--- config.mk ---
export PLATFORM = sky130hd
export DESIGN_NAME = ellipse_bresenham_rasterizer
export DESIGN_NICKNAME = d
export VERILOG_FILES = /design/src/hw/rtl/ebr_pkg.sv /design/src/hw/rtl/ebr_input_stage.sv /design/src/hw/rtl/ebr_walk.sv /design/src/hw/rtl/ellipse_bresenham_rasterizer.sv
export SDC_FILE = /design/constraint.sdc
export NUM_CORES = 2
export LEC_CHECK = 0
export BUFFER_PORTS_ARGS = -buffer_cell sky130_fd_sc_hd__buf_2
export CORE_AREA = 2 2 383 385
export CTS_BUF_LIST = sky130_fd_sc_hd__clkbuf_8
export CTS_CLUSTER_SIZE = 25
export DETAILED_ROUTE_END_ITERATION = 8
export DIE_AREA = 0 0 385 387
export SLEW_MARGIN = 20
export SYNTH_ARGS = -nofsm -noshare
export SYNTH_HDL_FRONTEND = slang
export SYNTH_SLANG_ARGS = --single-unit
--- constraint.sdc ---
create_clock -name clk -period 9.3 [get_ports clk]
set_clock_uncertainty 0.1 [all_clocks]
set_input_delay 1.86 -clock clk [delete_from_list [all_inputs] [get_ports clk]]
set_output_delay 1.86 -clock clk [all_outputs]
set_load 0.02 [all_outputs]
--- src/hw/rtl/ebr_pkg.sv ---
// Shared types for the ellipse rasteriser: item operation codes and stage control.
`timescale 1ns / 1ps

package ebr_pkg;

    typedef enum logic
    {
        OP_START = 1'b0,
        OP_STEP  = 1'b1
    } op_t;

    // Control word handed from the input register to the walk stage
    typedef struct packed
    {
        logic valid;
        op_t  op;
    } stage_ctl_t;

endpackage

--- src/hw/rtl/ebr_input_stage.sv ---
// Input register of the ellipse rasteriser, with the squares of both semi-axes.
`timescale 1ns / 1ps

module ebr_input_stage
    import ebr_pkg::*;
#(
    parameter int COORD_BITS = 12,
    parameter int AXIS_BITS  = 11,
    parameter int SQW        = 2 * AXIS_BITS
)
(
    input  logic                  clk,
    input  logic                  rst_n,
    input  logic                  item_valid,
    output logic                  item_stall,
    input  logic                  op,
    input  logic [COORD_BITS-1:0] center_x,
    input  logic [COORD_BITS-1:0] center_y,
    input  logic [AXIS_BITS-1:0]  semi_axis_a,
    input  logic [AXIS_BITS-1:0]  semi_axis_b,
    input  logic                  advance,
    output stage_ctl_t            ctl,
    output logic [COORD_BITS-1:0] cx,
    output logic [COORD_BITS-1:0] cy,
    output logic [AXIS_BITS-1:0]  b,
    output logic [SQW-1:0]        aa,
    output logic [SQW-1:0]        bb
);

    stage_ctl_t            ctl_reg;
    stage_ctl_t            ctl_next;
    logic [COORD_BITS-1:0] cx_reg;
    logic [COORD_BITS-1:0] cy_reg;
    logic [AXIS_BITS-1:0]  b_reg;
    logic [SQW-1:0]        aa_reg;
    logic [SQW-1:0]        bb_reg;
    logic                  load;

    // Hold the item while the walk stage cannot take it
    assign item_stall = ctl_reg.valid && !advance;
    assign load       = item_valid && !item_stall;

    always_comb
    begin
        ctl_next = ctl_reg;
        if (load)
        begin
            ctl_next.valid = 1'b1;
            ctl_next.op    = op_t'(op);
        end
        else if (advance)
        begin
            ctl_next.valid = 1'b0;
        end
    end

    always_ff @(posedge clk or negedge rst_n)
    begin
        if (!rst_n)
        begin
            ctl_reg <= '{valid: 1'b0, op: OP_START};
        end
        else
        begin
            ctl_reg <= ctl_next;
        end
    end

    always_ff @(posedge clk)
    begin
        if (load)
        begin
            cx_reg <= center_x;
            cy_reg <= center_y;
            b_reg  <= semi_axis_b;
            aa_reg <= SQW'(semi_axis_a) * SQW'(semi_axis_a);
            bb_reg <= SQW'(semi_axis_b) * SQW'(semi_axis_b);
        end
    end

    assign ctl = ctl_reg;
    assign cx  = cx_reg;
    assign cy  = cy_reg;
    assign b   = b_reg;
    assign aa  = aa_reg;
    assign bb  = bb_reg;

    property p_stall_needs_item;
        @(posedge clk) disable iff (!rst_n)
        item_stall |-> ctl_reg.valid;
    endproperty
    a_stall_needs_item: assert property (p_stall_needs_item)
        else $error("input stall raised with an empty input register");

    property p_load_fills;
        @(posedge clk) disable iff (!rst_n)
        load |=> ctl_reg.valid;
    endproperty
    a_load_fills: assert property (p_load_fills)
        else $error("accepted transaction did not fill the input register");

    property p_drain_empties;
        @(posedge clk) disable iff (!rst_n)
        advance && !load |=> !ctl_reg.valid;
    endproperty
    a_drain_empties: assert property (p_drain_empties)
        else $error("input register still full after its item moved on");

endmodule

--- src/hw/rtl/ebr_walk.sv ---
// One move of the error-term walk, using running products 2*b^2*x and 2*a^2*y.
`timescale 1ns / 1ps

module ebr_walk
#(
    parameter int AXIS_BITS = 11,
    parameter int XW        = AXIS_BITS + 2,
    parameter int SQW       = 2 * AXIS_BITS,
    parameter int DW        = 3 * AXIS_BITS + 5
)
(
    input  logic [XW-1:0]         x,
    input  logic [XW-1:0]         y,
    input  logic signed [DW-1:0]  d,
    input  logic signed [DW-1:0]  px,
    input  logic signed [DW-1:0]  py,
    input  logic [SQW-1:0]        aa,
    input  logic [SQW-1:0]        bb,
    output logic [XW-1:0]         x_next,
    output logic [XW-1:0]         y_next,
    output logic signed [DW-1:0]  d_next,
    output logic signed [DW-1:0]  px_next,
    output logic signed [DW-1:0]  py_next
);

    logic signed [DW-1:0] aa_s;
    logic signed [DW-1:0] bb_s;
    logic signed [DW-1:0] d2;
    logic signed [DW-1:0] t_h;
    logic signed [DW-1:0] t_v;
    logic signed [DW-1:0] dx_term;
    logic signed [DW-1:0] dy_term;
    logic                 d_neg;
    logic                 d_pos;
    logic                 t_v_pos;
    logic                 move_x;
    logic                 move_y;

    assign aa_s  = $signed(DW'(aa));
    assign bb_s  = $signed(DW'(bb));
    assign d2    = d + d;

    // Horizontal/diagonal test below the curve, vertical/diagonal test above it
    assign t_h   = d2 + py - aa_s;
    assign t_v   = d2 - px - bb_s;

    assign d_neg   = d[DW-1];
    assign d_pos   = !d_neg && (d != '0);
    assign t_v_pos = !t_v[DW-1] && (t_v != '0);

    assign move_x = !d_pos || !t_v_pos;
    assign move_y = !d_neg || !t_h[DW-1];

    assign x_next  = move_x ? x + XW'(1) : x;
    assign y_next  = move_y ? y - XW'(1) : y;
    assign px_next = move_x ? px + bb_s + bb_s : px;
    assign py_next = move_y ? py - aa_s - aa_s : py;

    assign dx_term = move_x ? px_next + bb_s : '0;
    assign dy_term = move_y ? aa_s - py_next : '0;
    assign d_next  = d + dx_term + dy_term;

endmodule

--- src/hw/rtl/ellipse_bresenham_rasterizer.sv ---
// Top level of the ellipse rasteriser: walk state, result register and flow control.
//
//  channel   direction  handshake                    payload
//  item      in         item_valid / item_stall      op, center_x, center_y,
//                                                    semi_axis_a, semi_axis_b
//  result    out        result_valid / result_stall  valid_res, right_x, left_x,
//                                                    upper_y, lower_y, last
//
// One transaction in and one out per clock when the result side does not stall.
// An item passes two registers: the input register (squares of the semi-axes) and the
// result register (walk move, or the a^2*b product of a start, into the state).
// rst_n clears the register valids and drops any ellipse in progress.
// A stalled result holds; the input register still takes one transaction while
// the result waits, then item_stall rises until the result is taken.
`timescale 1ns / 1ps

module ellipse_bresenham_rasterizer
    import ebr_pkg::*;
#(
    parameter int COORD_BITS = 12,
    parameter int AXIS_BITS  = 11
)
(
    input  logic                         clk,
    input  logic                         rst_n,
    input  logic                         item_valid,
    output logic                         item_stall,
    input  logic                         op,
    input  logic [COORD_BITS-1:0]        center_x,
    input  logic [COORD_BITS-1:0]        center_y,
    input  logic [AXIS_BITS-1:0]         semi_axis_a,
    input  logic [AXIS_BITS-1:0]         semi_axis_b,
    output logic                         result_valid,
    input  logic                         result_stall,
    output logic                         valid_res,
    output logic signed [COORD_BITS+1:0] right_x,
    output logic signed [COORD_BITS+1:0] left_x,
    output logic signed [COORD_BITS+1:0] upper_y,
    output logic signed [COORD_BITS+1:0] lower_y,
    output logic                         last
);

    localparam int OUTW = COORD_BITS + 2;
    localparam int XW   = AXIS_BITS + 2;
    localparam int SQW  = 2 * AXIS_BITS;
    localparam int PW   = SQW + AXIS_BITS;
    localparam int DW   = 3 * AXIS_BITS + 5;
    localparam int SUMW = (OUTW > XW) ? OUTW : XW;

    // Input register outputs
    stage_ctl_t            a_ctl;
    logic [COORD_BITS-1:0] a_cx;
    logic [COORD_BITS-1:0] a_cy;
    logic [AXIS_BITS-1:0]  a_b;
    logic [SQW-1:0]        a_aa;
    logic [SQW-1:0]        a_bb;
    logic                  advance;

    // Walk state
    logic                  active_reg;
    logic                  active_next;
    logic [XW-1:0]         x_reg;
    logic [XW-1:0]         x_next;
    logic [XW-1:0]         y_reg;
    logic [XW-1:0]         y_next;
    logic signed [DW-1:0]  d_reg;
    logic signed [DW-1:0]  d_next;
    logic signed [DW-1:0]  px_reg;
    logic signed [DW-1:0]  px_next;
    logic signed [DW-1:0]  py_reg;
    logic signed [DW-1:0]  py_next;
    logic [SQW-1:0]        aa_reg;
    logic [SQW-1:0]        aa_next;
    logic [SQW-1:0]        bb_reg;
    logic [SQW-1:0]        bb_next;
    logic [COORD_BITS-1:0] cx_reg;
    logic [COORD_BITS-1:0] cx_next;
    logic [COORD_BITS-1:0] cy_reg;
    logic [COORD_BITS-1:0] cy_next;

    // Walk unit results
    logic [XW-1:0]         w_x;
    logic [XW-1:0]         w_y;
    logic signed [DW-1:0]  w_d;
    logic signed [DW-1:0]  w_px;
    logic signed [DW-1:0]  w_py;

    // Start values
    logic [PW-1:0]         aab;
    logic signed [DW-1:0]  py_start;
    logic signed [DW-1:0]  d_start;

    // Result register
    logic                  result_valid_reg;
    logic                  result_valid_next;
    logic                  valid_res_reg;
    logic                  valid_res_next;
    logic                  last_reg;
    logic                  last_next;
    logic signed [OUTW-1:0] right_x_reg;
    logic signed [OUTW-1:0] right_x_next;
    logic signed [OUTW-1:0] left_x_reg;
    logic signed [OUTW-1:0] left_x_next;
    logic signed [OUTW-1:0] upper_y_reg;
    logic signed [OUTW-1:0] upper_y_next;
    logic signed [OUTW-1:0] lower_y_reg;
    logic signed [OUTW-1:0] lower_y_next;

    // Point assembly
    logic                  is_start;
    logic                  emit;
    logic [COORD_BITS-1:0] cx_sel;
    logic [COORD_BITS-1:0] cy_sel;
    logic [XW-1:0]         x_sel;
    logic [XW-1:0]         y_sel;
    logic [SUMW-1:0]       rx_sum;
    logic [SUMW-1:0]       lx_sum;
    logic [SUMW-1:0]       uy_sum;
    logic [SUMW-1:0]       ly_sum;

    ebr_input_stage #(
        .COORD_BITS (COORD_BITS),
        .AXIS_BITS  (AXIS_BITS),
        .SQW        (SQW)
    ) u_input (
        .clk         (clk),
        .rst_n       (rst_n),
        .item_valid  (item_valid),
        .item_stall  (item_stall),
        .op          (op),
        .center_x    (center_x),
        .center_y    (center_y),
        .semi_axis_a (semi_axis_a),
        .semi_axis_b (semi_axis_b),
        .advance     (advance),
        .ctl         (a_ctl),
        .cx          (a_cx),
        .cy          (a_cy),
        .b           (a_b),
        .aa          (a_aa),
        .bb          (a_bb)
    );

    ebr_walk #(
        .AXIS_BITS (AXIS_BITS),
        .XW        (XW),
        .SQW       (SQW),
        .DW        (DW)
    ) u_walk (
        .x       (x_reg),
        .y       (y_reg),
        .d       (d_reg),
        .px      (px_reg),
        .py      (py_reg),
        .aa      (aa_reg),
        .bb      (bb_reg),
        .x_next  (w_x),
        .y_next  (w_y),
        .d_next  (w_d),
        .px_next (w_px),
        .py_next (w_py)
    );

    // Move the held item on whenever the result register is free or being drained
    assign advance = a_ctl.valid && (!result_valid_reg || !result_stall);

    // Start: y = b, so 2*a^2*y = 2*a^2*b and d = a^2 + b^2 - 2*a^2*b
    assign aab      = PW'(a_aa) * PW'(a_b);
    assign py_start = $signed(DW'({aab, 1'b0}));
    assign d_start  = $signed(DW'(a_aa)) + $signed(DW'(a_bb)) - py_start;

    assign is_start = (a_ctl.op == OP_START);
    assign emit     = is_start || active_reg;

    // Pick the centre and offsets of the point set to emit
    assign cx_sel = is_start ? a_cx : cx_reg;
    assign cy_sel = is_start ? a_cy : cy_reg;
    assign x_sel  = is_start ? '0 : w_x;
    assign y_sel  = is_start ? XW'(a_b) : w_y;

    assign rx_sum = SUMW'(cx_sel) + SUMW'(x_sel);
    assign lx_sum = SUMW'(cx_sel) - SUMW'(x_sel);
    assign uy_sum = SUMW'(cy_sel) + SUMW'(y_sel);
    assign ly_sum = SUMW'(cy_sel) - SUMW'(y_sel);

    always_comb
    begin
        active_next       = active_reg;
        x_next            = x_reg;
        y_next            = y_reg;
        d_next            = d_reg;
        px_next           = px_reg;
        py_next           = py_reg;
        aa_next           = aa_reg;
        bb_next           = bb_reg;
        cx_next           = cx_reg;
        cy_next           = cy_reg;
        result_valid_next = result_valid_reg && result_stall;
        valid_res_next    = valid_res_reg;
        last_next         = last_reg;
        right_x_next      = right_x_reg;
        left_x_next       = left_x_reg;
        upper_y_next      = upper_y_reg;
        lower_y_next      = lower_y_reg;

        if (advance)
        begin
            result_valid_next = 1'b1;
            if (is_start)
            begin
                // Drop any ellipse in progress and load the new geometry
                x_next    = '0;
                y_next    = XW'(a_b);
                d_next    = d_start;
                px_next   = '0;
                py_next   = py_start;
                aa_next   = a_aa;
                bb_next   = a_bb;
                cx_next   = a_cx;
                cy_next   = a_cy;
                // With b = 0 the error term is a^2, never negative: y drops at once
                last_next = (a_b == '0);
            end
            else if (active_reg)
            begin
                x_next    = w_x;
                y_next    = w_y;
                d_next    = w_d;
                px_next   = w_px;
                py_next   = w_py;
                // At y = 0 the next move lowers y unless d < 0
                last_next = (w_y == '0) && !w_d[DW-1];
            end
            else
            begin
                last_next = 1'b0;
            end

            if (emit)
            begin
                active_next    = !last_next;
                valid_res_next = 1'b1;
                right_x_next   = $signed(rx_sum[OUTW-1:0]);
                left_x_next    = $signed(lx_sum[OUTW-1:0]);
                upper_y_next   = $signed(uy_sum[OUTW-1:0]);
                lower_y_next   = $signed(ly_sum[OUTW-1:0]);
            end
            else
            begin
                // Step with no ellipse in progress: empty point set
                valid_res_next = 1'b0;
                right_x_next   = '0;
                left_x_next    = '0;
                upper_y_next   = '0;
                lower_y_next   = '0;
            end
        end
    end

    always_ff @(posedge clk or negedge rst_n)
    begin
        if (!rst_n)
        begin
            active_reg       <= 1'b0;
            result_valid_reg <= 1'b0;
        end
        else
        begin
            active_reg       <= active_next;
            result_valid_reg <= result_valid_next;
        end
    end

    always_ff @(posedge clk)
    begin
        x_reg         <= x_next;
        y_reg         <= y_next;
        d_reg         <= d_next;
        px_reg        <= px_next;
        py_reg        <= py_next;
        aa_reg        <= aa_next;
        bb_reg        <= bb_next;
        cx_reg        <= cx_next;
        cy_reg        <= cy_next;
        valid_res_reg <= valid_res_next;
        last_reg      <= last_next;
        right_x_reg   <= right_x_next;
        left_x_reg    <= left_x_next;
        upper_y_reg   <= upper_y_next;
        lower_y_reg   <= lower_y_next;
    end

    assign result_valid = result_valid_reg;
    assign valid_res    = valid_res_reg;
    assign last         = last_reg;
    assign right_x      = right_x_reg;
    assign left_x       = left_x_reg;
    assign upper_y      = upper_y_reg;
    assign lower_y      = lower_y_reg;

    property p_empty_set_is_zero;
        @(posedge clk) disable iff (!rst_n)
        result_valid && !valid_res |->
            right_x == '0 && left_x == '0 && upper_y == '0 && lower_y == '0 && !last;
    endproperty
    a_empty_set_is_zero: assert property (p_empty_set_is_zero)
        else $error("empty point set carries non-zero fields");

    property p_last_on_axis;
        @(posedge clk) disable iff (!rst_n)
        result_valid && last |-> upper_y == lower_y;
    endproperty
    a_last_on_axis: assert property (p_last_on_axis)
        else $error("final point set is not on the horizontal axis");

    property p_last_ends_walk;
        @(posedge clk) disable iff (!rst_n)
        advance && last_next |=> !active_reg;
    endproperty
    a_last_ends_walk: assert property (p_last_ends_walk)
        else $error("walk still active after its final point set");

    property p_start_arms_walk;
        @(posedge clk) disable iff (!rst_n)
        advance && is_start && (a_b != '0) |=> active_reg;
    endproperty
    a_start_arms_walk: assert property (p_start_arms_walk)
        else $error("start with a non-zero vertical semi-axis left the walk idle");

endmodule

==> impl_metrics.json <==
{
  "vias": 35300,
  "worst_setup_path_start_kind": "flop",
  "antenna_found_initial": 5,
  "cap_violations": 0,
  "grt_pass1_wl_um": 196000,
  "critPathMaxStageDelay_ns": 0.52,
  "holdCritPathClass": "flop to flop",
  "crit_type": "flop to flop",
  "grt_max_degree": 81,
  "final_hold_viol_count": 0,
  "cts_tree": "done",
  "antenna_left": 0,
  "crit_top_cell": "buf_4",
  "fin_crit_sh_pct": 105,
  "ys_seq_area_share_pct": 23.6,
  "rsz0062_at_grt": "yes",
  "setup_viol": 8,
  "relSlewSlack_pct": 28.6,
  "rows": 140,
  "fin_ws_ns": -0.429,
  "final.fill_count": 14600,
  "grt-ovfl-total": 0,
  "r2r_start": "bb_reg[21]",
  "synthArstFlopShare_pct": 1.17,
  "io_buffers": 110,
  "syn_inst": 4689,
  "status": "finished with violations",
  "fin_crit_ns": 9.73,
  "drc": 0,
  "insertion_delay_ns": 0.72,
  "clkSinkCount": 341,
  "synth-edff-count": 337,
  "required_ns": 9.85,
  "synth.avg_cell_area_um2": 9.22,
  "crit_path_end_kind": "flop",
  "first_global_vias": 36600,
  "endpoint": "active_reg",
  "arrival_ns": 10.28,
  "numCtsBuffers": 68,
  "netlist-cell-type-count": 103,
  "worstMarginPinSlew_ns": 1.07,
  "r2r-end": "active_reg",
  "cts_buffer_depth": 3,
  "final_max_slew_viol_count": 0,
  "fmax_mhz": 103,
  "grtUsageTotal_pct": 16.4,
  "gp_congestion": 0.911,
  "violations": "negative setup slack",
  "chipWidth_um": 385,
  "cp_slowest_cell": "fa_1",
  "clk_pin_slew_ns": 0.06,
  "synth_area_um2": 43200,
  "io_pins": 111,
  "synth_top_area_share_pct": 23.4,
  "holdBufCountCts": 0,
  "postRouteWirelength_um": 123000,
  "syn2layout_area_growth_pct": 22.2,
  "ys_warn_count": 0,
  "initial_core_util_pct": 29.8,
  "dpl.hpwl_um": 100000,
  "layout-drive-gt1-share_pct": 19.6,
  "startpoint": "bb_reg[21]",
  "fin_nets": 6273,
  "htree_levels": 3,
  "via_per_inst": 4.82,
  "synth_seq_cells": 341,
  "core-area_um2": 145000,
  "ys_top_cells_by_area": "edfxtp_1 23%, fa_1 19%, ha_1 14%, inv_1 6.1%, xnor2_1 4.5%",
  "synth_top_flop_cell": "edfxtp_1",
  "cts-root-buf": "clkbuf_8",
  "reg2reg_depth": 45,
  "wl_per_cell_um": 16.8,
  "setup_tns_ns": -2.38,
  "die_area_um2": 149000,
  "drtPass1Iterations": 5,
  "r2r_slack_ns": -0.43,
  "die_h_um": 387,
  "synth_largest_area_cell": "edfxtp_1",
  "cp_max_fo": 5,
  "drt_iter0_markers": 1941
}
layout make-up:
cell class / count / area [um2] / share of cell area, %
clock buffer: 70 / 963 / 1.82
timing repair buffer: 732 / 5270 / 9.97
sequential: 341 / 10200 / 19.3
clock inverter: 53 / 398 / 0.753
inverter: 708 / 2660 / 5.03
antenna: 1 / 2.50 / 0.00474
multi-input combinational: 3492 / 30900 / 58.5
tap: 1917 / 2400 / 4.54
routing by layer:
layer	track usage, %	up-vias	wire length (um)
li1	-	17000	-
met1	21.3	17400	54200
met2	28.3	676	59600
met3	1.68	178	4900
met4	5.53	0	4060
met5	0	-	0
metrics by stage:
stage | utilization [%] | instances | setup slack [ns] | hold WS (ns) | cell area [um2]
final | 36.5 | 7314 | -0.429 | 0.398 | 52800
after global routing | 36.5 | 7314 | -0.869 | 0.446 | 52800
after CTS | 36.2 | 7296 | -0.336 | 0.399 | 52500
after detailed placement | 34.6 | 7138 | -0.925 | 0.390 | 50200
after global placement | 34.6 | 7138 | -0.692 | 0.366 | 50200
after floorplan | - | 4692 | 0.0279 | 0.326 | 43600
layout by cell type (no fill, tap or decap), types with 184 or more instances in the layout:
cell type | synthesis | final
xnor2_1 | 224 | 222
nor2_1 | 363 | 348
inv_1 | 706 | 723
edfxtp_1 | 337 | 337
a21oi_1 | 254 | 229
and2_1 | 186 | 184
nand2_1 | 422 | 415
fa_1 | 401 | 397
buf_4 | 10 | 614
ha_1 | 478 | 450
kinds of logic after synthesis:
| kind of cell | synth area share (%) |
|---|---|
| muxes | 1.66 |
| and+or+nand+nor | 15.3 |
| other | 0.0174 |
| buffers and inverters | 7.62 |
| xor gates and xnor gates | 6.78 |
| DFF | 23.6 |
| AOI/OAI and AO/OA | 12.6 |
| adders and majority gates | 32.4 |
critical path, delay by kind of cell (launching register included):
family / cells / cell delay [ns]
adders and majority gates: 5 / 1.78
muxes: 2 / 0.37
buffers and inverters: 6 / 0.84
and+or+nand+nor: 10 / 2.04
AOI/OAI and AO/OA: 22 / 4.06
DFF: 1 / 0.45
worst min path at each step:
stage / start / endpoint / slack (ns) / cells after the start
6_report: u_input.ctl[1] / result_valid / 0.40 / 1
5_1_grt: u_input.ctl[1] / result_valid / 0.45 / 1
4_1_cts: u_input.ctl[1] / result_valid / 0.40 / 1
3_5_place_dp: u_input.ctl[1] / result_valid / 0.39 / 1
3_3_place_gp: u_input.ctl[1] / result_valid / 0.37 / 1
2_1_floorplan: u_input.bb[2] / bb_reg[2] / 0.33 / 0
Yosys cell counts (13+ instances only):
cell type	count
and3_1	28
fa_1	401
nor4_1	25
a211oi_1	31
o211ai_1	20
clkbuf_1	119
xnor2_1	224
nand2_1	422
xor2_1	109
mux2i_1	36
a31oi_1	19
edfxtp_1	337
o21ai_0	147
inv_1	706
buf_2	13
nor2b_1	40
nor2_1	363
nand2b_1	44
nand4_1	41
mux2_2	27
ha_1	478
a21o_1	88
nand3_1	65
and2_1	186
o31ai_1	28
o21bai_1	69
nor3_1	70
a21oi_1	254
or3_1	36
o21a_1	51
what timing repair did:
item,4_1_cts,5_1_grt
buffers inserted,35,18
gates resized for setup,126,63
cloned,0,0
setup endpoints to repair,12,15
pin swaps,84,49
Power is left out: the tool's default activity adds up to more than one toggle a clock period on the data nets, which glitch-free logic cannot reach.
